[config.mk]
export PLATFORM = sky130hd
export DESIGN_NAME = bounded_circular_list_engine
export DESIGN_NICKNAME = d
export VERILOG_FILES = /design/src/bcle_pkg.sv /design/src/bcle_cell.sv /design/src/bounded_circular_list_engine.sv
export VERILOG_INCLUDE_DIRS = /design/src /design/src/src
export SDC_FILE = /design/constraint.sdc
export NUM_CORES = 1
export LEC_CHECK = 0
export ABC_AREA = 0
export BUFFER_PORTS_ARGS = -buffer_cell sky130_fd_sc_hd__buf_2
export CAP_MARGIN = 40
export CORE_MARGIN = 5
export CORE_UTILIZATION = 45
export CTS_CLUSTER_DIAMETER = 50
export CTS_CLUSTER_SIZE = 30
export DETAILED_ROUTE_END_ITERATION = 10
export GPL_TIMING_DRIVEN = 0
export PLACE_DENSITY_LB_ADDON = 0.05
export SETUP_SLACK_MARGIN = 0.4
export SLEW_MARGIN = 5
export SYNTH_ARGS = -nofsm -noshare
export SYNTH_HDL_FRONTEND = slang
export SYNTH_HIERARCHICAL = 1
export SYNTH_SLANG_ARGS = --single-unit
[constraint.sdc]
create_clock -name clk -period 17 [get_ports clk]
set_input_delay 5.1 -clock clk [delete_from_list [all_inputs] [get_ports clk]]
set_output_delay 5.1 -clock clk [all_outputs]
set_load 0.01 [all_outputs]
[src/bounded_circular_list_engine_defines.svh]
// Assertion helpers for the circular list engine.
// Each macro expects clk and arst_n in the scope where it is used.
`ifndef BOUNDED_CIRCULAR_LIST_ENGINE_DEFINES_SVH
`define BOUNDED_CIRCULAR_LIST_ENGINE_DEFINES_SVH

// Same-cycle implication, disabled during reset.
`define BCLE_ASSERT_IMPL(label, ante, cons, msg) \
	label: assert property (@(posedge clk) disable iff (!arst_n) (ante) |-> (cons)) \
		else $error(msg);

// Next-cycle implication, disabled during reset.
`define BCLE_ASSERT_NEXT(label, ante, cons, msg) \
	label: assert property (@(posedge clk) disable iff (!arst_n) (ante) |=> (cons)) \
		else $error(msg);

`endif

[src/bcle_pkg.sv]
package bcle_pkg;

	// Default list capacity and the widest cell index over the allowed range
	localparam int CAPACITY_DEF = 16;
	localparam int IDX_MAXW     = 8;

	typedef enum logic [2:0] {
		CMD_INS_FRONT = 3'd0,
		CMD_INS_BACK  = 3'd1,
		CMD_REM_FRONT = 3'd2,
		CMD_REM_BACK  = 3'd3,
		CMD_REM_VALUE = 3'd4,
		CMD_SEARCH    = 3'd5
	} cmd_t;

	typedef enum logic [1:0] {
		ST_OK       = 2'd0,
		ST_FULL     = 2'd1,
		ST_EMPTY    = 2'd2,
		ST_NOTFOUND = 2'd3
	} status_t;

	// Operation broadcast to every cell of the chain
	typedef enum logic [2:0] {
		CELL_HOLD,
		CELL_PUSH,
		CELL_ROTATE,
		CELL_WRITE,
		CELL_CLOSE
	} cell_op_t;

	typedef struct packed {
		cell_op_t              op;
		logic [IDX_MAXW-1:0]   idx;
	} cell_ctl_t;

	typedef enum logic [2:0] {
		S_IDLE,
		S_EXEC,
		S_SCAN,
		S_CLOSE,
		S_RESP
	} state_t;

endpackage

[src/bcle_cell.sv]
module bcle_cell #(
	parameter int INDEX = 0
) (
	input  logic              clk,
	input  bcle_pkg::cell_ctl_t ctl,
	input  logic [31:0]       wr_data,
	input  logic [31:0]       left_in,
	input  logic [31:0]       right_in,
	output logic [31:0]       data
);
	import bcle_pkg::*;

	logic [31:0] data_q;

	// Take from a neighbor or the write bus as the broadcast operation says
	always_ff @(posedge clk) begin
		case (ctl.op)
			CELL_PUSH: begin
				data_q <= left_in;
			end
			CELL_ROTATE: begin
				data_q <= right_in;
			end
			CELL_WRITE: begin
				if (ctl.idx == IDX_MAXW'(INDEX)) begin
					data_q <= wr_data;
				end
			end
			CELL_CLOSE: begin
				if (ctl.idx <= IDX_MAXW'(INDEX)) begin
					data_q <= right_in;
				end
			end
			default: begin
			end
		endcase
	end

	assign data = data_q;

endmodule

[src/bounded_circular_list_engine.sv]
// Inserts, remove front, remove back on an empty list and unused commands go from
// S_EXEC straight to S_RESP, where done is high; remove back on a non-empty list,
// remove value and search first pass through S_SCAN, one full rotation of the cell
// ring past cell 0 for the compare, and then through S_CLOSE before S_RESP.
// A new transaction may start in the cycle done is high; the receiver cannot stall.
// Reset (arst_n low) empties the list; stored values are undefined until written.
`include "bounded_circular_list_engine_defines.svh"

module bounded_circular_list_engine #(
	parameter int CAPACITY = bcle_pkg::CAPACITY_DEF
) (
	input  logic               clk,
	input  logic               arst_n,
	input  logic               start,
	output logic               busy,
	input  logic [2:0]         command,
	input  logic signed [31:0] value,
	output logic               done,
	output logic [1:0]         status,
	output logic signed [31:0] removed_value,
	output logic [3:0]         position,
	output logic [4:0]         count
);
	import bcle_pkg::*;

	localparam int IDXW = (CAPACITY > 1) ? $clog2(CAPACITY) : 1;
	localparam int CNTW = $clog2(CAPACITY + 1);

	state_t          state_q, state_d;
	logic [CNTW-1:0] cnt_q, cnt_d;
	cmd_t            cmd_q;
	logic [31:0]     key_q;
	logic [IDXW-1:0] step_q;
	logic            found_q;
	status_t         status_q;
	logic [31:0]     removed_q;
	logic [IDXW-1:0] pos_q;
	cell_ctl_t       ctl;
	logic            accept;
	logic            full;
	logic            empty;
	logic            last_step;
	logic            step_in_list;
	logic            step_is_last_entry;
	logic [31:0]     cell_data [CAPACITY];

	assign busy      = (state_q != S_IDLE) && (state_q != S_RESP);
	assign accept    = start && !busy;
	assign full      = (cnt_q == CNTW'(CAPACITY));
	assign empty     = (cnt_q == '0);
	assign last_step = (step_q == IDXW'(CAPACITY - 1));
	assign step_in_list       = (CNTW'(step_q) < cnt_q);
	assign step_is_last_entry = (CNTW'(step_q) == (cnt_q - CNTW'(1)));

	// Chain of cells: left neighbor feeds a front insert, right neighbor a rotate or close
	for (genvar i = 0; i < CAPACITY; i++) begin : g_cell
		logic [31:0] left_w;
		logic [31:0] right_w;
		if (i == 0) begin : g_first
			assign left_w = key_q;
		end else begin : g_mid
			assign left_w = cell_data[i-1];
		end
		if (i == CAPACITY - 1) begin : g_last
			assign right_w = cell_data[0];
		end else begin : g_inner
			assign right_w = cell_data[i+1];
		end
		bcle_cell #(
			.INDEX(i)
		) u_cell (
			.clk     (clk),
			.ctl     (ctl),
			.wr_data (key_q),
			.left_in (left_w),
			.right_in(right_w),
			.data    (cell_data[i])
		);
	end

	// Hold state and entry count
	always_ff @(posedge clk or negedge arst_n) begin
		if (!arst_n) begin
			state_q <= S_IDLE;
			cnt_q   <= '0;
		end else begin
			state_q <= state_d;
			cnt_q   <= cnt_d;
		end
	end

	// Next state, count and cell operation
	always_comb begin
		state_d = state_q;
		cnt_d   = cnt_q;
		ctl.op  = CELL_HOLD;
		ctl.idx = '0;
		case (state_q)
			S_IDLE: begin
				if (start) begin
					state_d = S_EXEC;
				end
			end
			S_EXEC: begin
				case (cmd_q)
					CMD_INS_FRONT, CMD_INS_BACK: begin
						state_d = S_RESP;
						if (!full) begin
							ctl.op  = (cmd_q == CMD_INS_FRONT) ? CELL_PUSH : CELL_WRITE;
							ctl.idx = IDX_MAXW'(cnt_q);
							cnt_d   = cnt_q + CNTW'(1);
						end
					end
					CMD_REM_FRONT: begin
						state_d = S_RESP;
						if (!empty) begin
							ctl.op = CELL_CLOSE;
							cnt_d  = cnt_q - CNTW'(1);
						end
					end
					CMD_REM_BACK: begin
						state_d = empty ? S_RESP : S_SCAN;
					end
					CMD_REM_VALUE, CMD_SEARCH: begin
						state_d = S_SCAN;
					end
					default: begin
						state_d = S_RESP;
					end
				endcase
			end
			S_SCAN: begin
				ctl.op = CELL_ROTATE;
				if (last_step) begin
					state_d = S_CLOSE;
				end
			end
			S_CLOSE: begin
				state_d = S_RESP;
				if (found_q && ((cmd_q == CMD_REM_BACK) || (cmd_q == CMD_REM_VALUE))) begin
					ctl.op  = CELL_CLOSE;
					ctl.idx = IDX_MAXW'(pos_q);
					cnt_d   = cnt_q - CNTW'(1);
				end
			end
			S_RESP: begin
				state_d = start ? S_EXEC : S_IDLE;
			end
			default: begin
				state_d = S_IDLE;
			end
		endcase
	end

	// Scan bookkeeping
	always_ff @(posedge clk or negedge arst_n) begin
		if (!arst_n) begin
			step_q  <= '0;
			found_q <= 1'b0;
		end else begin
			case (state_q)
				S_EXEC: begin
					step_q  <= '0;
					found_q <= 1'b0;
				end
				S_SCAN: begin
					step_q <= IDXW'(step_q + 1'b1);
					if (!found_q && step_in_list &&
						((cmd_q == CMD_REM_BACK) ? step_is_last_entry
							: (cell_data[0] == key_q))) begin
						found_q <= 1'b1;
					end
				end
				default: begin
				end
			endcase
		end
	end

	// Capture the transaction and build the result
	always_ff @(posedge clk) begin
		if (accept) begin
			cmd_q <= cmd_t'(command);
			key_q <= value;
		end
		case (state_q)
			S_EXEC: begin
				pos_q <= '0;
				case (cmd_q)
					CMD_INS_FRONT, CMD_INS_BACK: begin
						status_q  <= full ? ST_FULL : ST_OK;
						removed_q <= '0;
					end
					CMD_REM_FRONT: begin
						status_q  <= empty ? ST_EMPTY : ST_OK;
						removed_q <= empty ? 32'd0 : cell_data[0];
					end
					CMD_REM_BACK: begin
						status_q  <= empty ? ST_EMPTY : ST_OK;
						removed_q <= '0;
					end
					default: begin
						status_q  <= ST_OK;
						removed_q <= '0;
					end
				endcase
			end
			S_SCAN: begin
				// Cell 0 holds the entry at index step_q during the rotation
				if (!found_q && step_in_list &&
					((cmd_q == CMD_REM_BACK) ? step_is_last_entry
						: (cell_data[0] == key_q))) begin
					pos_q <= step_q;
					if (cmd_q != CMD_SEARCH) begin
						removed_q <= cell_data[0];
					end
				end
			end
			S_CLOSE: begin
				if (!found_q && ((cmd_q == CMD_REM_VALUE) || (cmd_q == CMD_SEARCH))) begin
					status_q <= ST_NOTFOUND;
				end
			end
			default: begin
			end
		endcase
	end

	assign done          = (state_q == S_RESP);
	assign status        = status_q;
	assign removed_value = removed_q;
	assign position      = 4'(pos_q);
	assign count         = 5'(cnt_q);

	`BCLE_ASSERT_IMPL(a_cnt_bound, 1'b1, cnt_q <= CNTW'(CAPACITY), "entry count above capacity")
	`BCLE_ASSERT_IMPL(a_full_count, done && (status == ST_FULL), full, "full reported below capacity")
	`BCLE_ASSERT_IMPL(a_empty_count, done && (status == ST_EMPTY), empty, "empty reported with entries")
	`BCLE_ASSERT_NEXT(a_accept_busy, accept, busy && !done, "accepted transaction not in progress")

endmodule
=== Word level (Yosys, flattened, before mapping) ===
Cells that the tools add are included.

* Register bits: 598
* Output and inout bits: 45
* Word-level logic and storage cells: 245

* $add $sub $neg: 3
* $lt $le $gt $ge: 17
* Eq/ne operators: 75
* Multiplexer cells: 83
* Reduce and logical (&&, ||, !) cells: 42

{| class="wikitable"
|+ Operators by type and width
! cell !! count
|-
| $pmux W32 S4 || 16
|-
| $mux W32 || 36
|-
| $eq A8 B4 Y1 const B || 8
|-
| $le A8 B4 Y1 const B || 8
|-
| $ne A2 B1 Y1 const B || 32
|-
| $pmux W32 S2 || 1
|-
| $reduce_and A3 Y1 || 17
|-
| $eq A32 B32 Y1 || 1
|-
| $eq A8 B3 Y1 const B || 4
|-
| $le A8 B3 Y1 const B || 4
|-
| $pmux W5 S2 || 2
|-
| $eq A3 B2 Y1 const B || 6
|-
| $eq A8 B2 Y1 const B || 2
|-
| $le A8 B1 Y1 const B || 2
|-
| $le A8 B2 Y1 const B || 2
|-
| $pmux W4 S2 || 2
|-
| $pmux W8 S2 || 1
|-
| $mux W5 || 3
|-
| $pmux W3 S5 || 1
|-
| $eq A3 B3 Y1 const B || 4
|-
| $mux W3 || 4
|-
| $ne A2 B2 Y1 const B || 6
|-
| $ne A3 B3 Y1 const B || 4
|-
| $pmux W3 S2 || 2
|-
| other kinds (31) || 52
|}

=== Longest topological paths before layout ===
* Depth in word-level cells: 8
* Gate-level depth with buffers: 14
* Gate-level depth less buffers: 11

=== Cells and area by module ===
Netlist, hierarchy kept.

{| class="wikitable"
|+ Modules (own cells, without submodules)
! module !! instances !! cells an instance !! area each (um2)
|-
| bounded_circular_list_engine || 1 || 289 || 3,953.8
|-
| bcle_cell at g_cell[4].u_cell || 1 || 224 || 2,384.8
|-
| bcle_cell at g_cell[10].u_cell || 1 || 224 || 2,379.8
|-
| bcle_cell at g_cell[12].u_cell || 1 || 223 || 2,374.8
|-
| bcle_cell at g_cell[9].u_cell || 1 || 223 || 2,373.5
|-
| bcle_cell at g_cell[3].u_cell || 1 || 222 || 2,368.5
|-
| bcle_cell at g_cell[14].u_cell || 1 || 223 || 2,361.0
|-
| bcle_cell at g_cell[6].u_cell || 1 || 224 || 2,356.0
|-
| bcle_cell at g_cell[2].u_cell || 1 || 228 || 2,343.5
|-
| bcle_cell at g_cell[8].u_cell || 1 || 222 || 2,178.3
|-
| bcle_cell at g_cell[15].u_cell || 1 || 225 || 2,098.3
|-
| bcle_cell at g_cell[7].u_cell || 1 || 225 || 2,089.5
|-
| bcle_cell at g_cell[5].u_cell || 1 || 149 || 1,803.0
|-
| bcle_cell at g_cell[1].u_cell || 1 || 117 || 1,634.1
|-
| +3 rows || - || - || -
|}

=== Worst setup path before layout ===
OpenSTA, ideal clock, no wires.

* Path type: input-to-reg
* Start: input start
* End: register cmd_q[0] (enable)
* Setup time: 0.427 ns
* Arrival: 6.623 ns
* Required time: 16.573 ns
* Path slack: 9.950 ns
* Cell stages on the path: 2
* Path buffers: 0
* Cell sequence: inv_1 > nor2_1

* Longest elaborated chain between the ends: 1

{| class="wikitable"
|+ RTL lines
! item !! RTL line !! RTL
|-
| start, declared || bounded_circular_list_engine.sv:14 || <nowiki>input logic start,</nowiki>
|-
| $logic_and A1 B1 Y1 || bounded_circular_list_engine.sv:48 || <nowiki>assign accept = start && !busy;</nowiki>
|-
| via accept || bounded_circular_list_engine.sv:39 || <nowiki>logic accept;</nowiki>
|-
| end signal, assigned || bounded_circular_list_engine.sv:183 || <nowiki>cmd_q <= cmd_t'(command);</nowiki>
|-
| end, declared || bounded_circular_list_engine.sv:31 || <nowiki>cmd_t cmd_q;</nowiki>
|}

The timed path passes the listed nets, and every way through them passes these cells.
A chain may end at the register's enable or synchronous reset.

=== Worst setup path in the final report ===
* Start: register state_q[1]
* End: output done

* Longest elaborated chain between the ends: 1

{| class="wikitable"
|+ RTL lines
! item !! RTL line !! RTL
|-
| start, declared || bounded_circular_list_engine.sv:29 || <nowiki>state_t state_q, state_d;</nowiki>
|-
| start signal, assigned || bounded_circular_list_engine.sv:87 || <nowiki>state_q <= state_d;</nowiki>
|-
| $eq A3 B3 Y1 || bounded_circular_list_engine.sv:229 || <nowiki>assign done = (state_q == S_RESP);</nowiki>
|-
| end, declared || bounded_circular_list_engine.sv:18 || <nowiki>output logic done,</nowiki>
|}

No other way between the ends.

==> run metrics <==
status=completed; clk buf depth=3; WL/cell=30.5 µm; die area=89,400 µm²; Skew-Pair Late Insertion Delay=0.67 ns; root buffer selected by CTS=clkbuf_16; core area=83,300 µm²; power per standard cell area=197 nW/µm²; crit end category=output pin; commonest non-fill, non-tap cell in the layout=edfxtp_1; Yosys reg bits=598; critical path fanouts, max=10; Post-Synthesis Cell Area=37,600 µm²; Ys Warns=6; fmax=0.143 GHz; share of layout cells above drive strength 1=24.7%; Worst Setup Start Kind=flip-flop; WL final=147,000 µm; WHS Path Cells=1; Cell Rows=106; Final Setup Violations=0; Initial Utilization=45.1%; # DRC=0; maximum vdd drop=90.4 µV; clk_skew=0.0344 ns; crit path kind=reg -> out; Boundary Pins=83; die width=299 µm; period utilization=41.2%; Post-Syn Instances=3,368; RSZ-0062 raised after global routing=no; Distinct cells, synth=88; CP required=11.90 ns; largest net degree at the start of global routing=33; CTS Buf Count=92; Layout Nets=3,705; mean post-synth cell area=11.2 µm²; vias per inst=6.35; Clock Sinks=598; area delta synth->final=18.3%; Final Max Tran Viols=0; Post-CTS Setup Inserts=0; Chip Height=299 µm; crit path DAT=1.90 ns; Antenna Violating Nets Remaining=0; vias in the first global route=29,700; RR Endpoint=g_cell[7].u_cell/data[1]$_DFFE_PP_; Power Total=8.78 mW; Hold Crit Start=state_q[0]$_DFFE_PN0P_; PortBufs=82; Worst slew margin=36.0%; Placer Congestion=0.926; clock transition at the registers of the reported paths=0.07 ns; Worst R2R Start=count[0]$_DFFE_PN0P_; post-CTS sizing=0; 1st-pass router iterations=7; gr ovfl total=0; Tmin final=7.00 ns; setup slack, reg-to-reg=11.76 ns; Post-synth top flop=edfxtp_1; Vias=30,600; Worst Max-Slew Pin Slew=0.961 ns; hold endpoint=state_q[0]$_DFFE_PN0P_; Hold/Removal Path Class=reg -> reg; H-tree depth=3; # hold bufs at CTS=0; initial detailed-routing violation count=4,083; Max-Cap Viols=0; CTS tree=yes; Final Hold Violating Endpoints=0; initial antenna violation count=8; sequential area share after synthesis=47.6%; Overall Global Routing Usage=31.9%; final instance area=44,500 µm²; R2R cell count=16; post-detail-place hpwl=114,000 µm; EDFF count, synth=585; Post-synth ARST share=2.17%; global-route wire length before repair=211,000 µm; Post-Place Cell Area=41,200 µm²; commonest non-fill, non-tap cells in the layout=edfxtp_1, nor2_1, nor3_1; P_leak=14.6 nW; setup TNS=0 ns
## per-stage QoR
step	hold slack [ns]	util [%]	setup slack [ns]	instances
finish	0.554	53.4	10.00	4823
global route	0.595	53.4	9.88	4819
CTS	0.541	53.3	9.96	4818
detailed placement	0.524	49.5	10.47	4645
global placement	0.522	47.4	5.58	4577
floorplan	0.481	-	9.95	3415
## cell families after synthesis
kind of cell    synth area share [%]
xor+xnor                        2.20
buf+inv                         4.87
compound gates                  18.0
other cells                  0.00998
mux                             6.85
fa+ha+maj                      0.233
flops                           47.6
simple gates                    20.2
## cell usage after synthesis, types with 25 or more instances
cell | n | share of area [%]
a21o_1 | 32 | 0.64
nand2_1 | 25 | 0.25
o21ai_1 | 29 | 0.39
or3b_1 | 30 | 0.70
buf_6 | 43 | 1.3
a22o_1 | 35 | 0.82
mux2i_1 | 256 | 6.8
and2_1 | 129 | 2.1
a211oi_2 | 240 | 8.0
nand2b_1 | 291 | 4.8
nand2_2 | 61 | 1.0
a211oi_1 | 114 | 2.3
buf_2 | 110 | 1.5
edfxtp_1 | 585 | 47
xnor2_1 | 50 | 1.2
o21ai_0 | 44 | 0.59
a22oi_1 | 32 | 0.64
clkbuf_1 | 74 | 0.74
nor2_1 | 388 | 3.9
nor3_1 | 365 | 4.9
o31ai_1 | 42 | 0.84
or3b_2 | 36 | 0.84
a221o_1 | 90 | 2.4
## sequential cells by signal, indices dropped and copies added (netlist names), 2 cells and up
signal	cells
position	4
cmd_q	3
g_cell.u_cell/data	512
removed_value	32
status	2
state_q	3
g_cell.left_w	32
count	5
step_q	4
## per-layer routing
metal,global-route usage [%],wire length (µm)
met5,0,12
met4,16.3,8740
met3,4.77,13100
met2,47.1,62500
met1,45.8,62700
## how the worst max path moves through the flow
| stage | from | end | depth (start not counted) |
|---|---|---|---|
| 2_1_floorplan | start | cmd_q[0]$_DFFE_PP_ | 2 |
| 3_3_place_gp | count[0]$_DFFE_PN0P_ | g_cell[9].u_cell/data[27]$_DFFE_PP_ | 12 |
| 3_5_place_dp | start | g_cell[0].left_w[29]$_DFFE_PP_ | 4 |
| 4_1_cts | state_q[1]$_DFFE_PN0P_ | done | 4 |
| 5_1_grt | state_q[1]$_DFFE_PN0P_ | done | 4 |
| 6_report | state_q[1]$_DFFE_PN0P_ | done | 4 |
## critical path: stages (launching register included)
cell	delay (ns)
dfrtp_1	0.42
buf_2	0.21
or2_2	0.34
nor2_1	0.12
buf_2	0.15
## layout make-up
class	instances	area, µm²
multi-input cells	2508	18300
repair buffers	151	1910
plain buffers	293	1770
well taps	1080	1350
flip-flops and latches	598	17900
diodes	4	10.0
fillers	7227	38800
clock buffers	101	2340
clock inverters	72	866
inverters	16	60.1
## report_power, final
part / leakage, nW / internal (mW) / switching [mW]
Clock: 1.55 / 1.19 / 0.792
Combinational: 7.50 / 1.42 / 2.02
Sequential: 5.57 / 2.57 / 0.791
Total: 14.6 / 5.18 / 3.60
(Power assumes the default switching activity.)
